`config.mk`:
```
export PLATFORM = sky130hd
export DESIGN_NAME = lsb_stego_payload_extractor
export DESIGN_NICKNAME = d
export VERILOG_FILES = /design/src/hw/rtl/lsbse_pkg.sv /design/src/hw/rtl/lsb_stego_payload_extractor.sv
export VERILOG_INCLUDE_DIRS = /design/src /design/src/hw/rtl
export SDC_FILE = /design/constraint.sdc
export NUM_CORES = 1
export LEC_CHECK = 0
export BUFFER_PORTS_ARGS = -buffer_cell sky130_fd_sc_hd__buf_4
export CAP_MARGIN = 0
export CORE_MARGIN = 2
export CORE_UTILIZATION = 55
export CTS_BUF_LIST = sky130_fd_sc_hd__clkbuf_8 sky130_fd_sc_hd__clkbuf_16
export DETAILED_ROUTE_END_ITERATION = 8
export PLACE_DENSITY = 0.72
export SKIP_CTS_REPAIR_TIMING = 1
export SYNTH_ARGS = -nofsm -noshare
export SYNTH_HDL_FRONTEND = slang
export SYNTH_SLANG_ARGS = --single-unit
```
`constraint.sdc`:
```
create_clock -name clk -period 5.6 [get_ports clk]
set_input_delay 1.12 -clock clk [delete_from_list [all_inputs] [get_ports clk]]
set_output_delay 1.12 -clock clk [all_outputs]
set_load 0.05 [all_outputs]
```
`src/hw/rtl/lsb_stego_payload_extractor_assert.svh`:
```
// Assertion macros for the LSB payload extractor.
`ifndef LSB_STEGO_PAYLOAD_EXTRACTOR_ASSERT_SVH
`define LSB_STEGO_PAYLOAD_EXTRACTOR_ASSERT_SVH

// Same-cycle implication, checked while out of reset.
`define LSBSE_ASSERT_NOW(label, clk, rst_n, ante, cons) \
    label: assert property (@(posedge clk) disable iff (!rst_n) (ante) |-> (cons)) \
        else $error("lsbse: same-cycle check failed");

// Next-cycle implication, checked while out of reset.
`define LSBSE_ASSERT_NEXT(label, clk, rst_n, ante, cons) \
    label: assert property (@(posedge clk) disable iff (!rst_n) (ante) |=> (cons)) \
        else $error("lsbse: next-cycle check failed");

`endif

```
`src/hw/rtl/lsbse_pkg.sv`:
```
// Types and constants for the LSB payload extractor.
`timescale 1ns / 1ps

package lsbse_pkg;

    localparam int PIXEL_W = 8;
    localparam int LEN_W   = 32;
    localparam int POS_W   = 3;
    localparam int HDR_W   = 2;

    // Index of the last of the four length header bytes
    localparam logic [HDR_W-1:0] HDR_LAST = 2'd3;

    typedef enum logic [2:0] {
        PH_HEADER  = 3'b001,
        PH_PAYLOAD = 3'b010,
        PH_DONE    = 3'b100
    } phase_t;

endpackage

```
`src/hw/rtl/lsb_stego_payload_extractor.sv`:
```
// Top level of the LSB payload extractor: pixel stream in, hidden payload bytes out.
`timescale 1ns / 1ps

// Recovers a payload hidden in the low EMBED_BITS bits of a pixel byte stream.
// Each group of 8/EMBED_BITS pixels builds one hidden byte, first pixel in the
// least significant bits. The first four hidden bytes are a big-endian 32-bit
// length (all 32 bits kept); the next that-many hidden bytes leave on the
// master side, the final one with tlast set. A length of zero, and any pixel
// after the payload, gives no output. A transaction with tuser set restarts
// extraction at that pixel. The block takes one pixel per clock while the
// output register is free: the input register and the output register are
// each refilled in the same cycle they empty, so throughput is one
// transaction per cycle unless m_tready is held low. The pixel completing a
// payload byte is held in the input register, the byte in the output register.
// The per-pixel path is one mask and shift, a 32-bit increment and compare.
module lsb_stego_payload_extractor
    import lsbse_pkg::*;
#(
    parameter int EMBED_BITS = 1
)
(
    input  logic               clk,
    input  logic               rst_n,
    input  logic               s_tvalid,
    output logic               s_tready,
    input  logic [PIXEL_W-1:0] s_tdata,   // [7:0] pixel_byte
    input  logic               s_tuser,   // [0] start_of_image
    output logic               m_tvalid,
    input  logic               m_tready,
    output logic [PIXEL_W-1:0] m_tdata,   // [7:0] hidden_byte
    output logic               m_tlast    // last_byte
);

`include "lsb_stego_payload_extractor_assert.svh"

    localparam int GROUP_LEN = PIXEL_W / EMBED_BITS;
    localparam logic [POS_W-1:0] GROUP_LAST = POS_W'(GROUP_LEN - 1);
    localparam logic [PIXEL_W-1:0] BIT_MASK = PIXEL_W'(8'hff >> (PIXEL_W - EMBED_BITS));

    // Input register
    logic               in_valid_reg;
    logic [PIXEL_W-1:0] pixel_reg;
    logic               start_reg;

    // Extraction state
    phase_t             phase_reg, phase_next;
    logic [POS_W-1:0]   pos_reg, pos_next;
    logic [PIXEL_W-1:0] acc_reg, acc_next;
    logic [HDR_W-1:0]   hdr_reg, hdr_next;
    logic [LEN_W-1:0]   len_reg, len_next;
    logic [LEN_W-1:0]   sent_reg, sent_next;

    // Output register
    logic               out_valid_reg;
    logic [PIXEL_W-1:0] out_data_reg;
    logic               out_last_reg;

    // Working values
    logic               can_proc;
    logic               advance;
    phase_t             phase_cur;
    logic [POS_W-1:0]   pos_cur;
    logic [PIXEL_W-1:0] acc_cur;
    logic [HDR_W-1:0]   hdr_cur;
    logic [LEN_W-1:0]   len_cur;
    logic [LEN_W-1:0]   sent_cur;
    logic [5:0]         shamt_full;
    logic [PIXEL_W-1:0] acc_new;
    logic [LEN_W-1:0]   len_new;
    logic [LEN_W-1:0]   sent_new;
    logic               out_load;
    logic               out_last;

    // Process the held pixel whenever the output register is free this cycle
    assign can_proc = !out_valid_reg || m_tready;
    assign advance  = in_valid_reg && can_proc;
    assign s_tready = !in_valid_reg || can_proc;

    assign m_tvalid = out_valid_reg;
    assign m_tdata  = out_data_reg;
    assign m_tlast  = out_last_reg;

    always_comb
    begin
        // A start flag clears all state before the pixel itself counts
        phase_cur = start_reg ? PH_HEADER : phase_reg;
        pos_cur   = start_reg ? '0 : pos_reg;
        acc_cur   = start_reg ? '0 : acc_reg;
        hdr_cur   = start_reg ? '0 : hdr_reg;
        len_cur   = start_reg ? '0 : len_reg;
        sent_cur  = start_reg ? '0 : sent_reg;

        shamt_full = 6'(pos_cur) * 6'(EMBED_BITS);
        acc_new    = acc_cur | ((pixel_reg & BIT_MASK) << shamt_full[2:0]);
        len_new    = {len_cur[LEN_W-PIXEL_W-1:0], acc_new};
        sent_new   = sent_cur + LEN_W'(1);

        phase_next = phase_reg;
        pos_next   = pos_reg;
        acc_next   = acc_reg;
        hdr_next   = hdr_reg;
        len_next   = len_reg;
        sent_next  = sent_reg;
        out_load   = 1'b0;
        out_last   = 1'b0;

        if (advance)
        begin
            phase_next = phase_cur;
            pos_next   = pos_cur;
            acc_next   = acc_cur;
            hdr_next   = hdr_cur;
            len_next   = len_cur;
            sent_next  = sent_cur;

            if (phase_cur != PH_DONE)
            begin
                if (pos_cur != GROUP_LAST)
                begin
                    // Group still filling: accumulate and advance
                    pos_next = pos_cur + POS_W'(1);
                    acc_next = acc_new;
                end
                else
                begin
                    pos_next = '0;
                    acc_next = '0;
                    unique case (phase_cur)
                        PH_HEADER:
                        begin
                            len_next = len_new;
                            if (hdr_cur == HDR_LAST)
                            begin
                                hdr_next   = '0;
                                phase_next = (len_new == '0) ? PH_DONE : PH_PAYLOAD;
                            end
                            else
                            begin
                                hdr_next = hdr_cur + HDR_W'(1);
                            end
                        end
                        PH_PAYLOAD:
                        begin
                            sent_next = sent_new;
                            out_load  = 1'b1;
                            out_last  = (sent_new == len_cur);
                            if (out_last)
                            begin
                                phase_next = PH_DONE;
                            end
                        end
                        default:
                        begin
                            phase_next = PH_DONE;
                        end
                    endcase
                end
            end
        end
    end

    // Input register: refill in the cycle it drains
    always_ff @(posedge clk or negedge rst_n)
    begin
        if (!rst_n)
        begin
            in_valid_reg <= 1'b0;
        end
        else if (s_tvalid && s_tready)
        begin
            in_valid_reg <= 1'b1;
        end
        else if (advance)
        begin
            in_valid_reg <= 1'b0;
        end
    end

    always_ff @(posedge clk)
    begin
        if (s_tvalid && s_tready)
        begin
            pixel_reg <= s_tdata;
            start_reg <= s_tuser;
        end
    end

    // Extraction state
    always_ff @(posedge clk or negedge rst_n)
    begin
        if (!rst_n)
        begin
            phase_reg <= PH_HEADER;
            pos_reg   <= '0;
            acc_reg   <= '0;
            hdr_reg   <= '0;
            len_reg   <= '0;
            sent_reg  <= '0;
        end
        else
        begin
            phase_reg <= phase_next;
            pos_reg   <= pos_next;
            acc_reg   <= acc_next;
            hdr_reg   <= hdr_next;
            len_reg   <= len_next;
            sent_reg  <= sent_next;
        end
    end

    // Output register: hold until the downstream side takes the transaction
    always_ff @(posedge clk or negedge rst_n)
    begin
        if (!rst_n)
        begin
            out_valid_reg <= 1'b0;
        end
        else if (out_load)
        begin
            out_valid_reg <= 1'b1;
        end
        else if (m_tready)
        begin
            out_valid_reg <= 1'b0;
        end
    end

    always_ff @(posedge clk)
    begin
        if (out_load)
        begin
            out_data_reg <= acc_new;
            out_last_reg <= out_last;
        end
    end

    // Final payload byte always ends extraction
    `LSBSE_ASSERT_NEXT(a_last_ends, clk, rst_n, out_load && out_last, phase_reg == PH_DONE)
    // Payload bytes come only out of the payload phase
    `LSBSE_ASSERT_NOW(a_out_in_payload, clk, rst_n, out_load, phase_cur == PH_PAYLOAD)
    // In the payload phase the length is nonzero and not yet reached
    `LSBSE_ASSERT_NOW(a_payload_bound, clk, rst_n, phase_reg == PH_PAYLOAD, (len_reg != '0) && (sent_reg < len_reg))
    // A partial header count exists only while the header is read
    `LSBSE_ASSERT_NOW(a_hdr_phase, clk, rst_n, hdr_reg != '0, phase_reg == PH_HEADER)

endmodule
```
# ---- After elaboration in Yosys (flattened, before gate mapping)
# Cells that the tools add are included.
# Widths: inputs -> output; s select.
dict set report word_totals {
  ff_bits 93
  input_bits 13
  elab_cells 70
}
dict set report op_classes {
  addsub 3
  n_eq_ne 6
  shift 1
  mux 34
  bitwise_logic 4
  reduce_logical 10
}
# operator count
set op_table {}
lappend op_table {{$mux 32} 8}
lappend op_table {{$add 32x1->32 const B} 1}
lappend op_table {{$eq 32x32->1} 1}
lappend op_table {{$logic_not 32->1} 1}
lappend op_table {{$mux 3} 9}
lappend op_table {{$mux 8} 3}
lappend op_table {{$mux 2} 5}
lappend op_table {{$mux 1} 8}
lappend op_table {{$or 8x8->8} 1}
lappend op_table {{$shl 1x3->8} 1}
lappend op_table {{$ne 3x3->1 const B} 2}
lappend op_table {{$pmux 3 s2} 1}
lappend op_table {{$reduce_bool 2->1} 2}
lappend op_table {{$reduce_or 4->1} 1}
lappend op_table {{$add 3x1->3 const B} 1}
lappend op_table {{$eq 3x1->1 const B} 1}
lappend op_table {{$eq 3x2->1 const B} 1}
lappend op_table {{$not 1->1} 3}
lappend op_table {{$add 2x1->2 const B} 1}
lappend op_table {{$eq 2x2->1 const B} 1}
lappend op_table {{$logic_and 1x1->1} 2}
lappend op_table {{$logic_not 1->1} 2}
lappend op_table {{$logic_or 1x1->1} 2}

# ---- Longest topological paths before layout
# Gate-level depths: netlist (run 1).
dict set report logic_depth {
  depth_word 9
  depth_mapped 17
  mapped_depth_nobuf 10
}

# ---- Worst setup path after synthesis (run 1)
# No wires, ideal clock.
dict set report synth_timing {
  path_kind {flip-flop to flip-flop}
  startpoint {reg start_reg}
  endpoint {reg phase_reg[1]}
  setup_time_ns 0.126
  arrival_time_ns 4.419
  required_ns 5.474
  path_slack_ns 1.055
  stages_incl_launch_ff 18
  period_less_slack_ns 4.545
  cell_sequence {edfxtp_1 clkbuf_1 clkbuf_1 buf_2 buf_1 clkbuf_1 clkbuf_1 nor2b_1 ha_1 buf_2 nand4_1 nor2_2 nand3_1 a2111oi_4 o22ai_1 or4_1 or4_4 a221o_1}
}
dict set report synth_via {
  elab_chain_len 9
}
# element line
set synth_lines {}
lappend synth_lines {{from (decl)} lsb_stego_payload_extractor.sv:43} ;# logic start_reg;
lappend synth_lines {{from (signal assigned)} lsb_stego_payload_extractor.sv:184} ;# start_reg <= s_tuser;
lappend synth_lines {{parallel branches: the longest is 8 deep, another holds $add 32x1->32} --}
lappend synth_lines {{$mux 3 *} lsb_stego_payload_extractor.sv:116} ;# if (phase_cur != PH_DONE)
lappend synth_lines {{to (signal assigned)} lsb_stego_payload_extractor.sv:202} ;# phase_reg <= phase_next;
lappend synth_lines {{to (decl)} lsb_stego_payload_extractor.sv:46} ;# phase_t phase_reg, phase_next;
# Every way passes the cells marked *.
# A chain may end at the register's enable or synchronous reset.

# ---- Final worst setup path (run 1)
# Same ends and word-level chain as after synthesis.

==> results of run 1 <==
==> final cells by class <==
class | instances | area (um2)
Fill cell | 910 | 4189
Multi-Input combinational cell | 532 | 3278
Sequential cell | 93 | 2384
Tap cell | 136 | 170.2
Timing Repair Buffer | 22 | 165.2
Clock buffer | 9 | 123.9
Clock inverter | 7 | 72.57
Inverter | 9 | 33.78
==> power breakdown <==
part	internal, uW	leakage, uW	switching (uW)	total, uW
combinational	86.3	0.00103	116	202
sequential	715	0.00123	63.4	778
clock	209	0.000101	263	472
==> logic make-up after synthesis <==
logic type,share of synthesized area (%)
muxes,1.560
DFF,40.15
AOI/OAI and AO/OA,21.26
buffers and inverters,4.720
xor gates and xnor gates,6.196
adders and majority gates,0.8430
and+or+nand+nor,25.27
==> worst min path at each step <==
stage                  to  slack [ns]  cells past startpoint
2_1_floorplan  hdr_reg[1]        0.46                      1
5_1_grt        hdr_reg[1]        0.51                      1
3_5_place_dp   hdr_reg[1]        0.48                      1
3_3_place_gp   hdr_reg[1]        0.47                      1
6_report       hdr_reg[1]        0.50                      1
4_1_cts        hdr_reg[1]        0.50                      1
==> stage by stage <==
stage	util [%]	std cells	total power, uW	hold slack [ns]
after global routing	59.78	808	1522	0.5145
after floorplan	-	692	934.5	0.4584
after detailed placement	57.90	792	990.0	0.4775
final	59.78	808	1453	0.4995
after CTS	59.78	808	1458	0.5033
after global placement	57.90	792	982.1	0.4745
==> cells in the mapped netlist (10+ instances only) <==
cell / n
nand2_1: 82
dfrtp_1: 81
o21ai_0: 79
clkbuf_1: 43
nor2_1: 41
xnor2_1: 30
a21oi_1: 29
nand3_1: 28
a22oi_1: 25
a22o_1: 18
nand4_1: 16
nor2b_1: 15
nor3_1: 15
nor4_1: 15
xor2_1: 12
buf_2: 11
edfxtp_1: 11
nand2b_1: 10
==> per-layer routing <==
metal	wire length (um)	share of wire, %	GRT usage, %	up-vias
li1	-	-	-	2482
met1	6618	44	37.90	2496
met2	7309	48	44.56	163
met3	709	4.7	3.874	38
met4	490	3.2	13.74	0
met5	0	0	0	-
==> cell usage in the layout, fill, tap and decap left out, drive strengths merged, types with 3 or more instances in the layout <==
| cell | synthesis | final |
|---|---|---|
| nor3b | 5 | 5 |
| and3 | 5 | 5 |
| xor2 | 12 | 12 |
| nor4 | 16 | 16 |
| ha | 4 | 4 |
| nand2 | 82 | 82 |
| nand2b | 10 | 10 |
| clkinv | 0 | 3 |
| and2 | 5 | 5 |
| a22o | 18 | 18 |
| or4 | 6 | 6 |
| edfxtp | 11 | 11 |
| nor3 | 15 | 15 |
| xnor2 | 30 | 30 |
| o22ai | 5 | 5 |
| a211oi | 3 | 3 |
| nand3b | 8 | 8 |
| nand3 | 28 | 28 |
| o31a | 9 | 9 |
| mux2i | 7 | 7 |
| nor2 | 42 | 42 |
| nand4b | 5 | 5 |
| a21o | 4 | 4 |
| or3 | 6 | 6 |
| nor2b | 15 | 15 |
| dfrtp | 81 | 81 |
| buf | 15 | 22 |
| clkbuf | 43 | 9 |
| a21oi | 29 | 29 |
| o21ai | 79 | 79 |
| inv | 9 | 11 |
| a22oi | 25 | 25 |
| nand4 | 16 | 16 |
| a31oi | 5 | 5 |
| or2 | 6 | 6 |
| and4b | 5 | 5 |
==> summary.md, run 1 <==
| Metric | Value |
|---|---|
| Largest cells by area after synthesis | `dfrtp_1 (34%), o21ai_0 (6.7%), edfxtp_1 (5.6%), nand2_1 (5.2%), xnor2_1 (4.4%)` |
| RSZ-0062 raised after global routing | `false` |
| Avg Vias per Cell | `6.410` |
| Fin crit share | `74.33%` |
| Synth-to-layout area growth | `4.889%` |
| Row cnt | `37` |
| Share of layout cells above drive strength 1 | `8.631%` |
| Synth async-reset ratio | `88.17%` |
| Detailed-route via count | `5179` |
| Critical Path Stages | `11` |
| Worst-path clk slew | `0.09 ns` |
| Longest Clk Path Bufs | `2` |
| Clock sink count | `93` |
| Routed len/inst | `18.72 um` |
| Final Max Tran Viols | `0` |
| Antenna diode count | `0` |
| Root buffer cell | `clkbuf_8` |
| Post-Syn Area | `5937 um2` |
| Data arrival, critical path | `4.43 ns` |
| CP Launch Type | `flop` |
| GPL Wtd Cong | `0.9374` |
| Gr ovfl total | `0` |
| Antenna violations before repair | `0` |
| Outcome | `completed` |
| RR Endpoint | `phase_reg[1]` |
| Worst setup path end | `phase_reg[1]` |
| Area after DPL | `6031 um2` |
| Core Area | `10420 um2` |
| Worst reg-to-reg path cell count | `11` |
| Fmax | `0.2402 GHz` |
| Top FF cell, synth | `dfrtp_1` |
| Final worst slack | `1.438 ns` |
| Family with the most delay on the worst path | `simple AND/OR/NAND/NOR gates` |
| Tot GR Track Use | `28.13%` |
| Die Footprint | `11640 um2` |
| Total Wirelength | `15130 um` |
| Die W | `107.9 um` |
| CP max-delay cell | `or4_4` |
| Final instance area | `6227 um2` |
| Synth Net Count | `709` |
| Hold/Removal Path Class | `reg2reg` |
| FF+latch count, synth | `93` |
| Slew HR | `28.11%` |
| Final Hold Fails | `0` |
| # port buffers | `16` |
| Crit-path max cell delay | `0.57 ns` |
| # IOs | `24` |
| Synth Instances | `692` |
| Pre-CTS setup slack | `1.512 ns` |
| Setup_tns | `0 ns` |
| Num CTS Buffers | `9` |
| Max IR drop VDD | `0.1654 mV` |
| Vias in the first global route | `4890` |
| Crit end category | `flop` |
| Crit path launch | `start_reg` |
| First drt pass iteration count | `5` |
| Largest net degree at the start of global routing | `103` |
| Max-cap violations | `0` |
| Leakage Power | `0.002365 uW` |
| Hold Crit Start | `hdr_reg[1]` |
| Clock latency on the worst-skew pair | `0.39 ns` |
| Initial drt markers | `487` |
| CTS tree | `yes` |
| Data required, critical path | `5.87 ns` |
| R2R setup slack | `1.44 ns` |
| CP bufs+invs | `1` |
| First-pass GRT wire length | `25430 um` |
| Setup violations, final | `0` |
| Layout net count | `684` |
| Avg Cell Area, Syn | `8.579 um2` |
| Die height | `107.9 um` |
| Antenna Nets Post-Route | `0` |
| Crit Path Max Fanout | `21` |
| Reg-to-Reg Start | `start_reg` |
| Post-synth top area share | `34.14%` |
| Post-synth EDFFs | `11` |
| Synth cell types | `63` |
| CP Class | `reg2reg` |
| Register area share after synthesis | `40.15%` |
| Power Density | `233.3 nW/um2` |
| Htree depth | `3` |
| Starting density of the core | `57.00%` |
| Synth warn | `0` |
| Worst path cell trace | `buf_4 -> nor2b_1 -> ha_1 -> nand4_1 -> nor2_2 -> nand3_1 -> a2111oi_4 -> o22ai_1 -> or4_1 -> or4_4 -> a221o_1` |
| Area leader, netlist | `dfrtp_1` |
| DRC errors left | `0` |
| Post-route minimum period | `4.162 ns` |
| Final Skew | `0.01138 ns` |
| Slew @ Worst Pin | `1.078 ns` |
| DP Wirelength | `10220 um` |
Power figures use the tool's default switching activity.
==> inputs of run 2 (changes only) <==
clock period = 4 ns   (was 5.6 ns; I/O delays follow)
==> run 2 against run 1 <==
Against the previous run:
- clock power grew 43%
- die area is the same
- clock-buffer cell count is the same
- cell count grew 0.74%
- first-iteration DRC count grew 2.3%
- largest power group unchanged
==> summary.md, run 2 (synthesized netlist as in run 1, its figures left out) <==
| Metric | Value |
|---|---|
| Total Wirelength | `15290 um (was 15130 um)` |
| Data arrival, critical path | `3.87 ns (was 4.43 ns)` |
| DP Wirelength | `10600 um (was 10220 um)` |
| Row cnt | `37 (unchanged)` |
| Placed Cells | `798 (was 792)` |
| Worst-path clk slew | `0.10 ns (was 0.09 ns)` |
| Synth-to-layout area growth | `6.322% (was 4.889%)` |
| Hold/Removal Path Class | `reg2reg (unchanged)` |
| Family with the most delay on the worst path | `simple AND/OR/NAND/NOR gates (unchanged)` |
| Final Hold Fails | `0 (unchanged)` |
| Fin cells | `814 (was 808)` |
| Core Area | `10420 um2 (unchanged)` |
| Detailed-route via count | `5256 (was 5179)` |
| Starting density of the core | `57.00% (unchanged)` |
| Root buffer cell | `clkbuf_8 (unchanged)` |
| Data required, critical path | `4.27 ns (was 5.87 ns)` |
| Outcome | `completed (unchanged)` |
| Max-cap violations | `0 (unchanged)` |
| Most frequent cells in the layout | `nand2_1 (81), dfrtp_1 (81), o21ai_0 (79) (unchanged)` |
| # IOs | `24 (unchanged)` |
| Leakage Power | `0.002398 uW (was 0.002365 uW)` |
| Layout net count | `690 (was 684)` |
| First-pass GRT wire length | `25450 um (was 25430 um)` |
| Antenna diode count | `0 (unchanged)` |
| Setup_tns | `0 ns (unchanged)` |
| First drt pass iteration count | `5 (unchanged)` |
| CTS tree | `yes (unchanged)` |
| Routed len/inst | `18.79 um (was 18.72 um)` |
| Final Skew | `0.01327 ns (was 0.01138 ns)` |
| Htree depth | `3 (unchanged)` |
| CP bufs+invs | `1 (unchanged)` |
| GPL Wtd Cong | `0.9982 (was 0.9374)` |
| Power Density | `325.8 nW/um2 (was 233.3 nW/um2)` |
| CP Launch Type | `flop (unchanged)` |
| Fin crit share | `89.93% (was 74.33%)` |
| Final Max Tran Viols | `0 (unchanged)` |
| Gr ovfl total | `0 (unchanged)` |
| Setup violations, final | `0 (unchanged)` |
| Crit end category | `flop (unchanged)` |
| Num CTS Buffers | `9 (unchanged)` |
| Longest Clk Path Bufs | `2 (unchanged)` |
| Worst path cell trace | `buf_12 -> nand4b_1 -> nor4_1 -> xnor2_1 -> a2111oi_4 -> o22ai_1 -> or4_1 -> or4_4 -> a221o_1 (was buf_4 -> nor2b_1 -> ha_1 -> nand4_1 -> nor2_2 -> nand3_1 -> a2111oi_4 -> o22ai_1 -> or4_1 -> or4_4 -> a221o_1)` |
| Die height | `107.9 um (unchanged)` |
| Crit Path Max Fanout | `62 (was 21)` |
| Slew @ Worst Pin | `0.8893 ns (was 1.078 ns)` |
| Max IR drop VDD | `0.2321 mV (was 0.1654 mV)` |
| Die Footprint | `11640 um2 (unchanged)` |
| # port buffers | `16 (unchanged)` |
| Final worst slack | `0.4028 ns (was 1.438 ns)` |
| Slew HR | `40.72% (was 28.11%)` |
| Crit-path max cell delay | `0.53 ns (was 0.57 ns)` |
| RSZ-0062 raised after global routing | `false (unchanged)` |
| Vias in the first global route | `5025 (was 4890)` |
| Pwr Total | `2056 uW (was 1453 uW)` |
| Antenna Nets Post-Route | `0 (unchanged)` |
| Clock sink count | `93 (unchanged)` |
| Clock latency on the worst-skew pair | `0.39 ns (about the same)` |
| Share of layout cells above drive strength 1 | `9.735% (was 8.631%)` |
| Initial drt markers | `498 (was 487)` |
| DRC errors left | `0 (unchanged)` |
| CP Class | `reg2reg (unchanged)` |
| Fmax | `0.2780 GHz (was 0.2402 GHz)` |
| CP max-delay cell | `or4_1 (was or4_4)` |
| Tot GR Track Use | `28.04% (was 28.13%)` |
| Largest net degree at the start of global routing | `69 (was 103)` |
| Post-route minimum period | `3.597 ns (was 4.162 ns)` |
| Die W | `107.9 um (unchanged)` |
| Pre-CTS setup slack | `0.4512 ns (was 1.512 ns)` |
| Avg Vias per Cell | `6.457 (was 6.410)` |
| Antenna violations before repair | `0 (unchanged)` |
==> run 2: layout make-up <==
cell class	count	area, um2
Inverter	9	33.78
Tap cell	136	170.2
Clock inverter	7	80.08
Sequential cell	93	2384
Fill cell	879	4104
Clock buffer	9	123.9
Timing Repair Buffer	28	222.7
Multi-Input combinational cell	532	3298
==> run 2: per-stage QoR <==
step                      util, %  instance area [um2]  hold WS, ns
final                       60.60                 6312       0.5091
after CTS                   60.60                 6312       0.5105
after detailed placement    58.64                 6108       0.4874
after global placement      58.64                 6108       0.4791
after floorplan                 -                 6017       0.4584
after global routing        60.60                 6312       0.5221
==> run 2: worst paths after layout <==
kind | from | end | slack, ns | depth (start not counted)
worst max-delay path | start_reg | phase_reg[1] | 0.40 | 9
worst min-delay path | hdr_reg[1] | hdr_reg[1] | 0.51 | 1
worst max register to register | start_reg | phase_reg[1] | 0.40 | 9
worst min register to register | hdr_reg[1] | hdr_reg[1] | 0.51 | 1
max in group asynchronous | rst_n | phase_reg[0] | 2.62 | 2
min in group asynchronous | rst_n | sent_reg[14] | 0.52 | 1
==> run 2: where the power goes <==
| group | internal [uW] | switching [uW] |
|---|---|---|
| Sequential | 1000 | 84.5 |
| Clock | 298 | 377 |
| Combinational | 127 | 168 |
| Total | 1430 | 630 |
==> run 2: layer usage <==
metal | vias up | routed length (um) | GRT usage [%]
met2 | 171 | 7222 | 45.01
met4 | 0 | 569 | 14.65
li1 | 2493 | - | -
met1 | 2548 | 6840 | 37.00
met5 | - | 0 | 0
met3 | 44 | 660 | 3.692
==> inputs of run 3 (changes only) <==
ABC_AREA = 1   (was default)
==> run 3 against run 2 <==
Against the previous run:
- via count grew 21%
- clock skew shrank 0.0066 ns
- clock power rose by 19%
- largest cell class unchanged
==> summary.md, run 3 <==
| Metric | Value |
|---|---|
| Slew @ Worst Pin | `0.7994 ns (was 0.8893 ns)` |
| Synth warn | `0 (unchanged)` |
| Outcome | `completed (unchanged)` |
| Synth async-reset ratio | `88.17% (unchanged)` |
| Synth cell types | `37 (was 63)` |
| Slew HR | `46.65% (was 40.72%)` |
| Data required, critical path | `4.22 ns (was 4.27 ns)` |
| Antenna violations before repair | `0 (unchanged)` |
| RSZ-0062 raised after global routing | `false (unchanged)` |
| Largest family of logic cells by synthesized area | `simple AND/OR/NAND/NOR gates (unchanged)` |
| DP Wirelength | `12350 um (was 10600 um)` |
| Top FF cell, synth | `dfrtp_1 (unchanged)` |
| Largest cells by area after synthesis | `dfrtp_1 (32%), nand2_1 (15%), o21ai_0 (8.0%), inv_1 (7.9%), nand3_1 (7.1%) (was dfrtp_1 (34%), o21ai_0 (6.7%), edfxtp_1 (5.6%), nand2_1 (5.2%), xnor2_1 (4.4%))` |
| CP max-delay cell | `inv_1 (was or4_1)` |
| Simple-Gate Fraction of Synth Area | `33.22% (was 25.27%)` |
| Synth Instances | `982 (was 692)` |
| Crit-path most repeated cell | `inv_1` |
| Antenna Nets Post-Route | `0 (unchanged)` |
| Combinational Power Share | `11.7% (was 14.4%)` |
| Post-synth EDFFs | `11 (unchanged)` |
| Fmax | `0.3219 GHz (was 0.2780 GHz)` |
| Synth Net Count | `999 (was 709)` |
| Metal1 wirelength | `8270 um (was 6840 um)` |
| FF+latch count, synth | `93 (unchanged)` |
| Pint | `1479 uW (was 1426 uW)` |
| Most frequent cells in the layout | `nand2_1 (251), inv_1 (135), nor2_1 (114) (was nand2_1 (81), dfrtp_1 (81), o21ai_0 (79))` |
| Crit end category | `flop (unchanged)` |
| # IOs | `24 (unchanged)` |
| Post-synthesis compound-gate area fraction | `16.40% (was 21.26%)` |
| Avg Cell Area, Syn | `6.525 um2 (was 8.579 um2)` |
| DR top layer | `met4 (unchanged)` |
| Detailed-route via count | `6350 (was 5256)` |
| Psw | `582.6 uW (was 630.0 uW)` |
| Synth cell count leaders | `nand2_1 (252), inv_1 (135), nor2_1 (114) (was nand2_1 (82), dfrtp_1 (81), o21ai_0 (79))` |
| Post-synthesis adder-cell area fraction | `0.7811% (was 0.8430%)` |
| CP Class | `reg2reg (unchanged)` |
| Die Footprint | `12530 um2 (was 11640 um2)` |
| Total Wirelength | `17830 um (was 15290 um)` |
| Clock sink count | `93 (unchanged)` |
| Register area share after synthesis | `37.20% (was 40.15%)` |
| Crit-path max cell delay | `0.60 ns (was 0.53 ns)` |
| CP bufs+invs | `5 (was 1)` |
| Share of layout cells above drive strength 1 | `6.768% (was 9.735%)` |
| Area after DPL | `6621 um2 (was 6108 um2)` |
| Die height | `111.9 um (was 107.9 um)` |
| Final Skew | `0.006660 ns (was 0.01327 ns)` |
| Synth-to-layout area growth | `7.538% (was 6.322%)` |
| Setup_tns | `0 ns (unchanged)` |
| Synth Area in XOR/XNOR | `1.445% (was 6.196%)` |
| Longest Clk Path Bufs | `2 (unchanged)` |
| Routed len/inst | `15.74 um (was 18.79 um)` |
| Fill cells | `1089 (was 879)` |
| # port buffers | `16 (unchanged)` |
| Post-route minimum period | `3.107 ns (was 3.597 ns)` |
| Avg Vias per Cell | `5.605 (was 6.457)` |
| Leakage Power | `0.003138 uW (was 0.002398 uW)` |
| Final Hold Fails | `0 (unchanged)` |
| First drt pass iteration count | `7 (was 5)` |
| Tot GR Track Use | `29.47% (was 28.04%)` |
| Hold Slack | `0.2708 ns (was 0.5091 ns)` |
| Flop pwr share | `49.5% (was 52.8%)` |
| Crit Path Max Fanout | `24 (was 62)` |
| Final Max Tran Viols | `0 (unchanged)` |
| Gr ovfl total | `0 (unchanged)` |
| Data arrival, critical path | `3.33 ns (was 3.87 ns)` |
| Initial drt markers | `534 (was 498)` |
| Antenna diode count | `0 (unchanged)` |
| Num CTS Buffers | `9 (unchanged)` |
| Worst path cell trace | `inv_4 -> buf_4 -> nand2_4 -> inv_1 -> ha_1 -> inv_1 -> nor2_1 -> nand2_1 -> inv_1 -> o21ai_0 -> a21oi_1 -> a21oi_1 (was buf_12 -> nand4b_1 -> nor4_1 -> xnor2_1 -> a2111oi_4 -> o22ai_1 -> or4_1 -> or4_4 -> a221o_1)` |
| Die W | `111.9 um (was 107.9 um)` |
| Sw Ratio | `28.27% (was 30.64%)` |
| Fin crit share | `77.67% (was 89.93%)` |
| Clock latency on the worst-skew pair | `0.35 ns (was 0.39 ns)` |
| Max IR drop VDD | `0.2926 mV (was 0.2321 mV)` |
| Power Density | `299.1 nW/um2 (was 325.8 nW/um2)` |
| Commonest non-fill, non-tap cell in the layout | `nand2_1` |
| Max-cap violations | `0 (unchanged)` |
| Setup violations, final | `0 (unchanged)` |
| Row cnt | `39 (was 37)` |
| Core Area | `11370 um2 (was 10420 um2)` |
| Clock power share | `38.8% (was 32.8%)` |
| Post-synth top area share | `31.63% (was 34.14%)` |
| Root buffer cell | `clkbuf_16 (was clkbuf_8)` |
| Family with the most delay on the worst path | `buffers and inverters (was simple AND/OR/NAND/NOR gates)` |
| Mux cell area share after synthesis | `0% (was 1.560%)` |
| DRC errors left | `0 (unchanged)` |
| Most common cell in the synthesized netlist | `nand2_1 (unchanged)` |
| Post-Syn Area | `6407 um2 (was 5937 um2)` |
| Hold/Removal Path Class | `in2async (was reg2reg)` |
| Starting density of the core | `56.36% (was 57.00%)` |
| First-pass GRT wire length | `29250 um (was 25450 um)` |
| Metal2 WL | `7894 um (was 7222 um)` |
| Final instance area | `6890 um2 (was 6312 um2)` |
| Met3 WL | `1247 um (was 660 um)` |
| Layout net count | `1002 (was 690)` |
| Htree depth | `3 (unchanged)` |
| GPL Wtd Cong | `0.9416 (was 0.9982)` |
| Worst-path clk slew | `0.07 ns (was 0.10 ns)` |
| Vias in the first global route | `5830 (was 5025)` |
| CTS tree | `yes (unchanged)` |
| Area leader, netlist | `dfrtp_1 (unchanged)` |
| Largest net degree at the start of global routing | `53 (was 69)` |
| CP Launch Type | `flop (unchanged)` |
[run 3: power by group through the flow]
| stage | logic, uW | registers [uW] | clock network [uW] |
|---|---|---|---|
| 6_report | 241 | 1020 | 800 |
| 3_3_place_gp | 234 | 1040 | 0 |
| 3_5_place_dp | 238 | 1040 | 0 |
| 2_1_floorplan | 167 | 1030 | 0 |
| 4_1_cts | 239 | 1020 | 814 |
| 5_1_grt | 271 | 1020 | 851 |
[run 3: layer usage]
metal	up-vias	GRT usage (%)
met4	0	11.38
met5	-	0
met2	227	44.53
met1	2916	42.84
met3	32	4.627
li1	3175	-
[run 3: per-stage QoR]
step / total power, uW / worst slack, ns / cells / util (%)
detailed placement: 1274 / 0.9619 / 1117 / 58.24
CTS: 2072 / 0.9312 / 1133 / 60.60
finish: 2061 / 0.8933 / 1133 / 60.60
global route: 2145 / 0.5586 / 1133 / 60.60
global placement: 1270 / 1.001 / 1117 / 58.24
floorplan: 1199 / 1.448 / 982 / -
[run 3: path summary, 6_finish.rpt]
kind	endpoint	depth (start not counted)	start	slack [ns]
worst min register to register	len_reg[13]	2	len_reg[13]	0.49
worst max-delay path	len_reg[6]	12	start_reg	0.89
max in group asynchronous	len_reg[28]	2	rst_n	2.98
worst max register to register	len_reg[6]	12	start_reg	0.89
min in group clk	len_reg[13]	2	len_reg[13]	0.49
worst min-delay path	acc_reg[5]	1	rst_n	0.27
[run 3: logic make-up (layout without fill, tap and decap cells)]
group / Yosys count / count (layout)
and+or+nand+nor: 501 / 501
buffers and inverters: 174 / 182
xor gates and xnor gates: 9 / 9
AOI/OAI and AO/OA: 201 / 201
DFF: 93 / 93
adders and majority gates: 4 / 4
[run 3: worst register-to-register path, delay by kind of cell, from the launching register on]
kind	cells	cell delay, ns
compound gates	3	0.46
fa+ha+maj	1	0.21
buf+inv	5	1.45
flops	1	0.46
simple gates	3	0.39
[run 3: final cells by class]
| type | instances | area, um2 | area share (%) |
|---|---|---|---|
| Clock inverter | 7 | 43.79 | 0.6356 |
| Clock buffer | 9 | 225.2 | 3.269 |
| Multi-Input combinational cell | 715 | 3324 | 48.25 |
| Tap cell | 143 | 178.9 | 2.597 |
| Timing Repair Buffer | 29 | 217.7 | 3.160 |
| Inverter | 137 | 516.7 | 7.500 |
| Sequential cell | 93 | 2384 | 34.59 |
